===== config.mk =====
export PLATFORM = sky130hd
export DESIGN_NAME = cop_cordic_cell
export DESIGN_NICKNAME = d
export VERILOG_FILES = /design/src/sv/cop_pkg.sv /design/src/sv/cop_cordic_cell.sv
export SDC_FILE = /design/constraint.sdc
export NUM_CORES = 1
export LEC_CHECK = 0
export BUFFER_PORTS_ARGS = -buffer_cell sky130_fd_sc_hd__buf_2
export CAP_MARGIN = 20
export CORE_MARGIN = 2
export CORE_UTILIZATION = 45
export CTS_BUF_LIST = sky130_fd_sc_hd__clkbuf_2
export DETAILED_ROUTE_END_ITERATION = 6
export MAX_ROUTING_LAYER = met4
export PLACE_DENSITY = 0.68
export SYNTH_ARGS = -nofsm -noshare
export SYNTH_HDL_FRONTEND = slang
export SYNTH_SLANG_ARGS = --single-unit

===== constraint.sdc =====
create_clock -name i_clk -period 7 [get_ports i_clk]
set_input_delay 0.7 -clock i_clk [delete_from_list [all_inputs] [get_ports i_clk]]
set_output_delay 0.7 -clock i_clk [all_outputs]
set_load 0.03 [all_outputs]

===== src/sv/cop_pkg.sv =====
// ============================================================================
// cop_pkg - shared types and constants for the circular orbit position block
// Register map, CORDIC datapath widths, arctangent table and quadrant codes.
// ============================================================================
package cop_pkg;

    // Configuration register map
    localparam int unsigned NUM_REGS = 8;
    localparam int unsigned CFG_IDX_W = 3;

    localparam logic [CFG_IDX_W-1:0] REG_RADIUS = 3'd0;
    localparam logic [CFG_IDX_W-1:0] REG_RATE   = 3'd1;
    localparam logic [CFG_IDX_W-1:0] REG_U_X    = 3'd2;
    localparam logic [CFG_IDX_W-1:0] REG_U_Y    = 3'd3;
    localparam logic [CFG_IDX_W-1:0] REG_U_Z    = 3'd4;
    localparam logic [CFG_IDX_W-1:0] REG_V_X    = 3'd5;
    localparam logic [CFG_IDX_W-1:0] REG_V_Y    = 3'd6;
    localparam logic [CFG_IDX_W-1:0] REG_V_Z    = 3'd7;

    // Field widths
    localparam int unsigned RADIUS_W = 24;
    localparam int unsigned RATE_W   = 32;
    localparam int unsigned BASIS_W  = 18;
    localparam int unsigned TIME_W   = 32;
    localparam int unsigned ANGLE_W  = 32;
    localparam int unsigned POS_W    = 26;
    localparam int unsigned CFG_DATA_W = 32;

    // Register reset values
    localparam logic [RADIUS_W-1:0]       RADIUS_RST = 24'd6878137;
    localparam logic [RATE_W-1:0]         RATE_RST   = 32'd251658240;
    localparam logic signed [BASIS_W-1:0] BASIS_ZERO = 18'sd0;
    localparam logic signed [BASIS_W-1:0] BASIS_ONE  = 18'sd65536;
    localparam logic signed [BASIS_W-1:0] BASIS_MONE = -18'sd65536;

    // Parameter defaults
    localparam int unsigned CORDIC_STAGES_DEF = 24;
    localparam int unsigned ANGLE_BITS_DEF    = 32;

    // CORDIC datapath: x/y in Q2.30 with headroom, z in angle units
    localparam int unsigned CW = 33;
    localparam int unsigned ZW = 32;
    localparam logic signed [CW-1:0] CORDIC_GAIN = 33'sd652032874;

    // Coordinate pipeline depth and saturation limit
    localparam int unsigned COORD_LAT = 4;
    localparam int unsigned MW = 31;
    localparam logic signed [MW-1:0] POS_LIMIT = 31'sd33554431;

    // Quadrant codes taken from the top two angle bits
    localparam logic [1:0] QUAD_0 = 2'd0;
    localparam logic [1:0] QUAD_1 = 2'd1;
    localparam logic [1:0] QUAD_2 = 2'd2;
    localparam logic [1:0] QUAD_3 = 2'd3;

    typedef struct packed {
        logic                 valid;
        logic [1:0]           quad;
        logic [ANGLE_W-1:0]   angle;
        logic signed [CW-1:0] x;
        logic signed [CW-1:0] y;
        logic signed [ZW-1:0] z;
    } t_cordic;

    // Arctangent of 2^-i, quarter circle = 2^30, rounded to whole units
    function automatic logic signed [ZW-1:0] cop_atan(input logic [4:0] idx);
        logic signed [ZW-1:0] v;
        case (idx)
            5'd0:  v = 32'sd536870912;
            5'd1:  v = 32'sd316933406;
            5'd2:  v = 32'sd167458907;
            5'd3:  v = 32'sd85004756;
            5'd4:  v = 32'sd42667331;
            5'd5:  v = 32'sd21354465;
            5'd6:  v = 32'sd10679838;
            5'd7:  v = 32'sd5340245;
            5'd8:  v = 32'sd2670163;
            5'd9:  v = 32'sd1335087;
            5'd10: v = 32'sd667544;
            5'd11: v = 32'sd333772;
            5'd12: v = 32'sd166886;
            5'd13: v = 32'sd83443;
            5'd14: v = 32'sd41722;
            5'd15: v = 32'sd20861;
            5'd16: v = 32'sd10430;
            5'd17: v = 32'sd5215;
            5'd18: v = 32'sd2608;
            5'd19: v = 32'sd1304;
            5'd20: v = 32'sd652;
            5'd21: v = 32'sd326;
            5'd22: v = 32'sd163;
            5'd23: v = 32'sd81;
            5'd24: v = 32'sd41;
            5'd25: v = 32'sd20;
            5'd26: v = 32'sd10;
            5'd27: v = 32'sd5;
            5'd28: v = 32'sd3;
            5'd29: v = 32'sd1;
            5'd30: v = 32'sd1;
            default: v = 32'sd0;
        endcase
        return v;
    endfunction

endpackage


===== src/sv/cop_cordic_cell.sv =====
// ============================================================================
// cop_cordic_cell - one registered CORDIC rotation step
// Rotates x/y by the arctangent of 2^-STAGE towards zero residual angle.
// ============================================================================
module cop_cordic_cell
    import cop_pkg::*;
#(
    parameter int unsigned STAGE = 0
) (
    input  logic    i_clk,
    input  logic    i_rst_n,
    input  t_cordic i_cell,
    output t_cordic o_cell
);

    localparam logic signed [ZW-1:0] ATAN = cop_atan(5'(STAGE));

    t_cordic r_cell;
    t_cordic n_cell;

    logic signed [CW-1:0] w_dx;
    logic signed [CW-1:0] w_dy;

    assign w_dx = i_cell.y >>> STAGE;
    assign w_dy = i_cell.x >>> STAGE;

    always_comb begin
        n_cell = i_cell;
        // Residual not negative: rotate forward, else back
        if (!i_cell.z[ZW-1]) begin
            n_cell.x = i_cell.x - w_dx;
            n_cell.y = i_cell.y + w_dy;
            n_cell.z = i_cell.z - ATAN;
        end else begin
            n_cell.x = i_cell.x + w_dx;
            n_cell.y = i_cell.y - w_dy;
            n_cell.z = i_cell.z + ATAN;
        end
    end

    always_ff @(posedge i_clk) begin
        if (!i_rst_n) begin
            r_cell.valid <= 1'b0;
        end else begin
            r_cell <= n_cell;
        end
    end

    assign o_cell = r_cell;

endmodule


* Word level (Yosys, flattened, before mapping)
Cells that the tools add are included.
Cells by class: add/sub/neg operators 5, muxes and demuxes 1
Operator list (number):
- two-way mux 98 bit | 1
- subtractor 33 bit | 2
- adder 33 bit | 1
- adder 32 x 31 -> 32 bit (second input constant) | 1
- subtractor 32 x 31 -> 32 bit (second input constant) | 1
Word-level totals: flip-flop bits (word level) 133, output and inout port bits 133, word-level logic and storage cells 12

* Depth between registers and ports, before layout
Gate-level depths: netlist of run 1.
word-level depth 2, gate-level depth with buffers 12, depth with buffers taken out 12

* Worst setup path before layout of run 1
OpenSTA, ideal clock, no wires.
path type in2reg, start point in i_cell[36] in the netlist's numbering, end point reg r_cell (netlist bit o_cell[61]), data pin, setup time 0.258 ns, arrival 3.029 ns, required time 6.742 ns, setup slack 3.713 ns, stages on the path 12, path buffers 1, cell sequence inv_1 > ha_1 > buf_6 > and2_4 > a221o_1 > o21ai_2 > a21oi_2 > o2111ai_1 > or3b_4 > a2111oi_4 > a21oi_2 > xnor2_1
RTL lines:
- start: declaration | RTL line cop_cordic_cell.sv:12 | input t_cordic i_cell,
- end signal: assignment | RTL line cop_cordic_cell.sv:45 | r_cell <= n_cell;
- end: declaration | RTL line cop_cordic_cell.sv:18 | t_cordic r_cell;

==> impl_metrics.py, run 1 <==
metrics = {
    "status": {
        "status": "complete, no violations",
    },
    "logic_synthesis": {
        "synth_top_cell_by_area": "edfxtp_1",
        "ys.flop_type": "edfxtp_1",
        "synthCells": 994,
        "synth_edf_count": 131,
        "synth.ff_latch_count": 132,
        "synth_top_area_share_pct": 41.05,
        "synth.avg_cell_area_sq_um": 9.641,
        "syn-num-nets": 1229,
        "synth_cell_type_count": 74,
        "synth_seq_area_share_pct": 41.26,
        "synth.area.top_cells": "edfxtp_1 41%, ha_1 13%, a21oi_1 6.4%",
        "yosysWarningCount": 0,
        "syn_area_sq_um": 9583,
        "async_reset_ff_share_pct": 0,
    },
    "timing": {
        "max_freq_mhz": 307.1,
        "hold_viol": 0,
        "slew_viol_final": 0,
        "worstMarginPinSlew_ps": 910.3,
        "fin_crit_sh_pct": 46.52,
        "slew_headroom_pct": 39.31,
        "setup_tns_ps": 0,
        "worst_slack_ps": 3743,
        "rsz0062_at_grt": "no",
        "setup_violations": 0,
        "period_needed_ps": 3257,
    },
    "die": {
        "io_pins": 268,
        "die_w_microns": 149.9,
        "die_area_sq_um": 22480,
        "initial_core_util_pct": 45.73,
        "floorplan.rows": 53,
        "die_y_microns": 149.9,
        "core_sq_um": 20960,
    },
    "power_and_ir_drop": {
        "power_leakage_uw": 0.005081,
        "pwr_density_cell_nw_per_um2": 213.1,
        "peakVddDrop_uv": 98.77,
    },
    "cts": {
        "cts_resized": 0,
        "cts_hold_buf": 0,
        "h-tree-depth": 4,
        "clock_sinks": 132,
        "cts_tree": "done",
        "clk_pin_slew_ps": 280,
        "cts_setup_buffers": 0,
        "clockBufferDepth": 2,
        "cts_buffers": 17,
        "cts_root_buf": "clkbuf_2",
    },
    "setup_path": {
        "path_max_fanout": 14,
        "crit_path_end_kind": "flip-flop",
        "crit_path_max_incr_delay_ps": 710,
        "criticalPathCategory": "input pin to flip-flop",
        "crit_family": "compound AO/OA/AOI/OAI gates",
        "cp_cell_sequence": "buf_2, inv_1, ha_1, inv_1, a21oi_1, o31ai_1, o31ai_4, o31ai_4, a21oi_2, or4_1, o311ai_2, xnor2_1",
        "cp_num_buf_inv": 3,
        "critPathSlowestCell": "o31ai_1",
        "required_ps": 7460,
        "start_kind": "input pin",
        "arrival_ps": 3720,
    },
    "final_layout": {
        "multi_input_area_sq_um": 5035,
        "area_delta_synth_final_pct": 18.27,
        "drive_gt1_share_pct": 26.04,
        "fill_cells": 1967,
        "final_net_count": 1474,
        "ff_latch_area_sq_um": 3954,
        "largest_reg_flops": 132,
    },
    "placed_design": {
        "gp_congestion": 0.9840,
        "dp_hpwl_microns": 22330,
        "dp_slack_ps": 3114,
        "port_buffers": 267,
    },
    "worst_hold_path": {
        "holdCritPathClass": "input pin to flip-flop",
    },
    "detailed_routing": {
        "vias": 8517,
        "viasPerCell": 5.574,
        "dr.first_iter.drc_count": 802,
        "drt-pass1-iter-count": 5,
        "wl_microns": 28680,
        "postRouteAntennaNets": 0,
        "drcViolationCount": 0,
        "wire_per_inst_microns": 18.77,
    },
    "grt": {
        "grt-ovfl-total": 0,
        "first_global_vias": 7876,
        "antenna_found_initial": 1,
        "grt_pass1_wl_microns": 42770,
        "grt_start_max_net_pins": 82,
        "grt_use_total_pct": 25.31,
    },
    "run": {
        "drv_cap": 0,
    },
}
layer usage:
metal,vias to the layer above,global-route usage [%],share of wire (%)
met5,-,-,0
met4,0,9.151,2.9
met3,51,3.354,7.1
met2,422,40.14,47
met1,3995,33.34,43
li1,4049,-,-
layout make-up:
| type | count | share of cell area, % |
|---|---|---|
| diodes | 1 | 0.02208 |
| clock buffers | 17 | 0.7507 |
| clock inverters | 15 | 1.358 |
| inverters | 104 | 3.444 |
| multi-input cells | 713 | 44.42 |
| flip-flops and latches | 132 | 34.89 |
| well taps | 275 | 3.036 |
| repair buffers | 271 | 12.08 |
final timing paths:
path / slack, ps / startpoint / cells past startpoint / to
worst max-delay path: 3740 / i_cell[41] / 12 / o_cell[64]$_DFFE_PP_
worst min-delay path: 120 / i_cell[121] / 1 / o_cell[121]$_DFFE_PP_
cell families after synthesis:
logic type	count (synthesis)	share of synthesized area, %
buffers and inverters	149	6.202
adder cells (fa/ha/maj)	100	13.37
flip-flops	132	41.26
AO/OA/AOI/OAI	299	20.28
XOR/XNOR	63	5.758
AND/OR/NAND/NOR	239	11.88
multiplexers	12	1.253
power by group:
group	switching [uW]	internal (uW)	total (uW)
Sequential	26.0	995	1020
Clock	366	116	482
Combinational	621	290	911
metrics by stage:
stage               instance area, sq um  std cells  hold slack (ps)  power, uW  utilization, %
finish                             11330       1528            117.7       2415           54.08
floorplan                           9583        994            798.9       1654               -
global placement                   11090       1495            876.5       1938           52.93
detailed placement                 11090       1495            878.6       1942           52.93
global route                       11330       1528            26.12       2533           54.08
CTS                                11330       1527            63.86       2419           54.07
synth_stat cells, drive strengths merged (8+ instances only):
| master | count |
|---|---|
| edfxtp | 131 |
| a21oi | 125 |
| inv | 102 |
| ha | 96 |
| nor2 | 92 |
| xnor2 | 57 |
| o21ai | 56 |
| nand2 | 45 |
| buf | 23 |
| clkbuf | 22 |
| nand3 | 19 |
| a21o | 18 |
| nor4 | 15 |
| o31ai | 15 |
| o21bai | 14 |
| nor3 | 13 |
| mux2i | 12 |
| nand2b | 11 |
| nand4 | 10 |
| nor2b | 9 |
| o211ai | 9 |
| a211oi | 8 |
cell usage in the layout, fill, tap and decap left out, drive strengths merged, types with 4 or more instances in the layout:
cell    count
fa          4
o211ai      9
o22ai       4
a31o        4
a21oi     125
a221o       4
nand4      10
o21bai     14
nand3b      4
inv       111
or3         6
a21o       18
buf       271
nand2b     11
xor2        6
nor4       15
edfxtp    131
xnor2      57
a211oi      8
ha         96
nor2b       9
clkbuf     17
clkinv      6
nand3      19
nor3       13
nand2      45
and2        6
o21ai      56
nor2       92
a31oi       7
o31ai      15
mux2i      12
(Power assumes the default switching activity.)
==> inputs of run 2 (changes only) <==
clock period = 3.05 ns   (was 7 ns; I/O delays follow)
==> run 2 against run 1 <==
Worst setup slack worse by 3700 ps. Wire length is 9.2% higher. Global-route usage is 2.9 points higher. Critical path depth is 2 higher. Worst hold slack worse by 87 ps.
==> impl_metrics.py, run 2 (same netlist as run 1, synthesis figures left out) <==
metrics = {
    "setup_path": {
        "critPathSlowestCell": "dlygate4sd3_1",
        "cp_cell_sequence": "dlygate4sd3_1, buf_2, ha_1, fa_1, nor2b_1, o211ai_1, buf_4, a31oi_4, o31ai_4, o31ai_4, a21oi_2, nor4_1, a311oi_1, xor2_1",
        "crit_path_end_kind": "flip-flop",
        "required_ps": 3510,
        "start_kind": "input pin",
        "arrival_ps": 3430,
        "crit_path_max_incr_delay_ps": 540,
        "cpMostUsedCell": "o31ai_4",
        "criticalPathCategory": "input pin to flip-flop",
        "path_max_fanout": 4,
    },
    "timing": {
        "hold_viol": 0,
        "max_freq_mhz": 337.3,
        "rsz0062_at_grt": "no",
        "setup_tns_ps": 0,
        "slew_viol_final": 0,
        "worst_slack_ps": 85.14,
        "worstMarginPinSlew_ps": 578.7,
        "fin_crit_sh_pct": 97.21,
        "period_needed_ps": 2965,
        "slew_headroom_pct": 61.06,
        "setup_violations": 0,
    },
    "placed_design": {
        "port_buffers": 267,
        "gp_congestion": 0.9665,
        "placed_area_sq_um": 12030,
        "dp_slack_ps": -182.9,
        "dp.cells": 1617,
        "dp_hpwl_microns": 24200,
    },
    "cts": {
        "h-tree-depth": 4,
        "clockBufferDepth": 2,
        "cts_root_buf": "clkbuf_2",
        "clk_pin_slew_ps": 330,
        "clock_sinks": 132,
        "cts_tree": "done",
        "cts_buffers": 17,
    },
    "final_layout": {
        "fin_area_sq_um": 12990,
        "drive_gt1_share_pct": 31.30,
        "area_delta_synth_final_pct": 35.53,
        "largest_reg_flops": 132,
        "final_net_count": 1666,
        "layout.cells.non_filler": 1720,
        "final_core_util_pct": 61.98,
        "fill_cells": 1869,
        "final_cell_mix": "266 x buf_2, 131 x edfxtp_1, 127 x buf_4, 121 x a21oi_1, 102 x inv_1",
        "layout_commonest_cell": "buf_2",
    },
    "die": {
        "initial_core_util_pct": 45.73,
        "floorplan.rows": 53,
        "die_y_microns": 149.9,
        "die_area_sq_um": 22480,
        "io_pins": 268,
        "die_w_microns": 149.9,
        "core_sq_um": 20960,
    },
    "detailed_routing": {
        "wire_per_inst_microns": 18.22,
        "viasPerCell": 5.405,
        "dr.first_iter.drc_count": 730,
        "wl_microns": 31330,
        "drt-pass1-iter-count": 5,
        "drcViolationCount": 0,
        "postRouteAntennaNets": 0,
        "vias": 9297,
    },
    "grt": {
        "grt_start_max_net_pins": 44,
        "grt_pass1_wl_microns": 47590,
        "first_global_vias": 8992,
        "grt-ovfl-total": 0,
        "grt_use_total_pct": 28.18,
        "antenna_found_initial": 1,
    },
    "power_and_ir_drop": {
        "peakVddDrop_uv": 207.3,
        "power_leakage_uw": 0.005977,
        "pwr_density_cell_nw_per_um2": 455.5,
    },
    "worst_hold_path": {
        "holdCritPathClass": "input pin to flip-flop",
    },
    "status": {
        "status": "complete, no violations",
    },
    "run": {
        "drv_cap": 0,
    },
}
==> run 2: final timing paths <==
check,start,slack (ps),cells past startpoint,to
max,i_cell[65],90,14,o_cell[97]$_DFFE_PP_
min,i_rst_n,30,1,o_cell[83]$_DFFE_PP_
==> run 2: layout make-up <==
cell class | count | area, sq um | area share [%]
Clock buffer | 17 | 85.08 | 0.6551
Timing Repair Buffer | 463 | 3005 | 23.14
Tap cell | 275 | 344.1 | 2.649
Sequential cell | 132 | 3954 | 30.44
Clock inverter | 15 | 163.9 | 1.262
Antenna cell | 1 | 2.502 | 0.01927
Inverter | 104 | 390.4 | 3.006
Multi-Input combinational cell | 713 | 5042 | 38.82
==> run 2: metal layers <==
metal | share of wire (%) | track usage (%)
met1 | 43 | 35.82
met2 | 48 | 47.19
met3 | 6.9 | 3.963
met4 | 2.2 | 7.830
met5 | 0 | -
==> run 2: repair_timing <==
action / CTS / global route
setup endpoints to repair: 0 / 7
endpoints found under the hold margin: 68 / 0
gates resized for setup: 0 / 2
hold buffers: 68 / 0
buffers inserted: 0 / 2
==> run 2: power breakdown <==
group          switching (uW)  internal [uW]  total (uW)
Sequential               65.8           2280        2350
Combinational            1490            897        2390
Clock                     838            339        1180
Total                    2400           3520        5920
==> run 2: worst max-delay path: cells and delay by family <==
kind / cells / cell delay, ps
xor gates and xnor gates: 1 / 110
buffers and inverters: 3 / 840
AOI/OAI and AO/OA: 6 / 1260
adders and majority gates: 2 / 640
and+or+nand+nor: 2 / 250
==> run 2: through the flow <==
| step | power (uW) | hold slack, ps |
|---|---|---|
| CTS | 5913 | 15.93 |
| global route | 6209 | 1.630 |
| floorplan | 3797 | 403.9 |
| detailed placement | 4676 | 483.4 |
| global placement | 4660 | 481.5 |
| finish | 5916 | 30.70 |
==> inputs of run 3 (changes only) <==
CTS_BUF_LIST = unset   (was sky130_fd_sc_hd__clkbuf_2)
==> run 3 against run 2 <==
First-iteration DRC count decreased by 10%. Total power increased by 14%. Critical path depth decreased by 1. Clock power increased by 77%. Global-route usage decreased by 1.2 points. Fmax increased by 5.0%. Count of clock-buffer cells in the layout unchanged. Wire length decreased by 4.0%. Sequential share of layout area increased by 0.87 points. Non-clock buffer count decreased by 70. Sequential cell count unchanged. Critical path type unchanged. Largest power group is now sequential cells. Highest routed layer unchanged.
==> impl_metrics.py, run 3 (same netlist as run 1, synthesis figures left out) <==
metrics = {
    "setup_path": {
        "crit_end": "o_cell[89]$_DFFE_PP_",
        "crit_path_end_kind": "flip-flop",
        "criticalPathCategory": "input pin to flip-flop",
        "critPathLaunch": "i_cell[32]",
        "required_ps": 3230,
        "path_max_fanout": 4,
        "arrival_ps": 3000,
        "start_kind": "input pin",
    },
    "die": {
        "die_y_microns": 149.9,
        "die_w_microns": 149.9,
        "floorplan.rows": 53,
        "io_pins": 268,
        "core_sq_um": 20960,
        "die_area_sq_um": 22480,
        "initial_core_util_pct": 45.73,
    },
    "grt": {
        "grt_use_total_pct": 27.00,
        "grt-ovfl-total": 0,
        "grt_pass1_wl_microns": 45740,
        "first_global_vias": 8557,
        "grt_start_max_net_pins": 44,
        "antenna_found_initial": 0,
    },
    "detailed_routing": {
        "viasPerCell": 5.473,
        "drt-pass1-iter-count": 7,
        "wire_per_inst_microns": 18.25,
        "dr.first_iter.drc_count": 656,
        "postRouteAntennaNets": 0,
        "wl_microns": 30090,
        "vias": 9025,
        "drcViolationCount": 0,
    },
    "worst_hold_path": {
        "holdCritPathClass": "input pin to flip-flop",
    },
    "cts": {
        "cts_setup_buffers": 0,
        "clockBufferDepth": 2,
        "cts_root_buf": "clkbuf_16",
        "cts_tree": "done",
        "cts_hold_buf": 0,
        "clock_sinks": 132,
        "clk_pin_slew_ps": 70,
        "h-tree-depth": 4,
        "cts_buffers": 17,
        "cts_resized": 0,
    },
    "placed_design": {
        "gp_congestion": 0.9665,
        "dp_hpwl_microns": 24200,
        "port_buffers": 267,
    },
    "power_and_ir_drop": {
        "clkPwrFrac_pct": 30.9,
        "p_int_uw": 4287,
        "p_seq_share_pct": 34.9,
        "p_switching_uw": 2460,
        "power_leakage_uw": 0.005822,
        "total_power_uw": 6747,
        "comb_power_share_pct": 34.2,
        "p_sw_share_pct": 36.46,
        "peakVddDrop_uv": 332.8,
        "pwr_density_cell_nw_per_um2": 534.4,
    },
    "status": {
        "status": "complete, no violations",
    },
    "timing": {
        "max_freq_mhz": 354.3,
        "rsz0062_at_grt": "no",
        "whs_ps": 54.28,
        "fin_crit_sh_pct": 92.55,
        "period_needed_ps": 2823,
        "slew_headroom_pct": 60.92,
        "hold_viol": 0,
        "worstMarginPinSlew_ps": 586.1,
        "slew_viol_final": 0,
        "setup_violations": 0,
    },
    "final_layout": {
        "antennaDiodeCount": 0,
        "layout_commonest_cell": "buf_2",
        "final_net_count": 1596,
        "final_cell_mix": "266 x buf_2, 131 x edfxtp_1, 125 x buf_4, 121 x a21oi_1, 102 x inv_1",
        "area_delta_synth_final_pct": 31.75,
        "largest_reg_flops": 132,
        "drive_gt1_share_pct": 32.68,
    },
    "run": {
        "drv_cap": 0,
    },
}
[run 3: cell types whose count changed in the layout (fill, tap and decap cells not counted)]
cell / before / now
buf_4: 127 / 125
clkbuf_16: 0 / 17
clkbuf_2: 17 / 0
diode_2: 1 / 0
dlygate4sd3_1: 68 / 0
o21ai_1: 0 / 1
o21ai_2: 2 / 1
[run 3: layout make-up]
type | instances | area [sq um]
clock buffers | 17 | 425.4
clock inverters | 15 | 163.9
fillers | 1945 | 8329
inverters | 104 | 390.4
multi-input cells | 713 | 5039
flip-flops and latches | 132 | 3954
well taps | 275 | 344.1
repair buffers | 393 | 2310
[run 3: worst min path at each step]
stage | start | to | cells after the start
6_report | i_cell[122] | o_cell[122]$_DFFE_PP_ | 1
5_1_grt | i_cell[1] | o_cell[1]$_DFFE_PP_ | 1
4_1_cts | i_cell[6] | o_cell[6]$_DFFE_PP_ | 1
3_5_place_dp | i_cell[25] | o_cell[25]$_DFFE_PP_ | 1
3_3_place_gp | i_cell[25] | o_cell[25]$_DFFE_PP_ | 1
2_1_floorplan | i_cell[0] | o_cell[0]$_DFFE_PP_ | 0
[run 3: metrics by stage]
| stage | setup WS, ps | area, sq um | utilization [%] | TNS [ps] | instances |
|---|---|---|---|---|---|
| 2_1_floorplan | 158.1 | 9583 | - | 0 | 994 |
| 3_3_place_gp | -155.1 | 12030 | 57.42 | -786.0 | 1617 |
| 3_5_place_dp | -182.9 | 12030 | 57.42 | -1353 | 1617 |
| 4_1_cts | 245.8 | 12620 | 60.23 | 0 | 1649 |
| 5_1_grt | 44.39 | 12630 | 60.25 | 0 | 1649 |
| 6_report | 227.3 | 12630 | 60.25 | 0 | 1649 |
[run 3: critical path: stages]
cell      delay (ps)
buf_2            120
ha_1             220
fa_1             420
nor2b_1          170
o211ai_1         170
buf_4            160
a31oi_4          110
o31ai_4          400
o21bai_1         100
a21oi_1          260
o221ai_1         250
a21oi_1          220
xnor2_1           80
[run 3: power by group through the flow]
stage	sequential [uW]	combinational, uW	clock (uW)
6_report	2350	2310	2090
5_1_grt	2370	2470	2210
4_1_cts	2360	2290	2120
3_5_place_dp	2390	2280	0
3_3_place_gp	2390	2270	0
2_1_floorplan	2860	941	0
[run 3: metal layers]
metal	wire length, microns	track usage, %	up-vias	part of all wire, %
met5	0	-	-	0
li1	-	-	4288	-
met2	14530	44.86	424	48
met1	12800	34.79	4277	43
met3	2253	3.994	36	7.5
met4	513	6.698	0	1.7
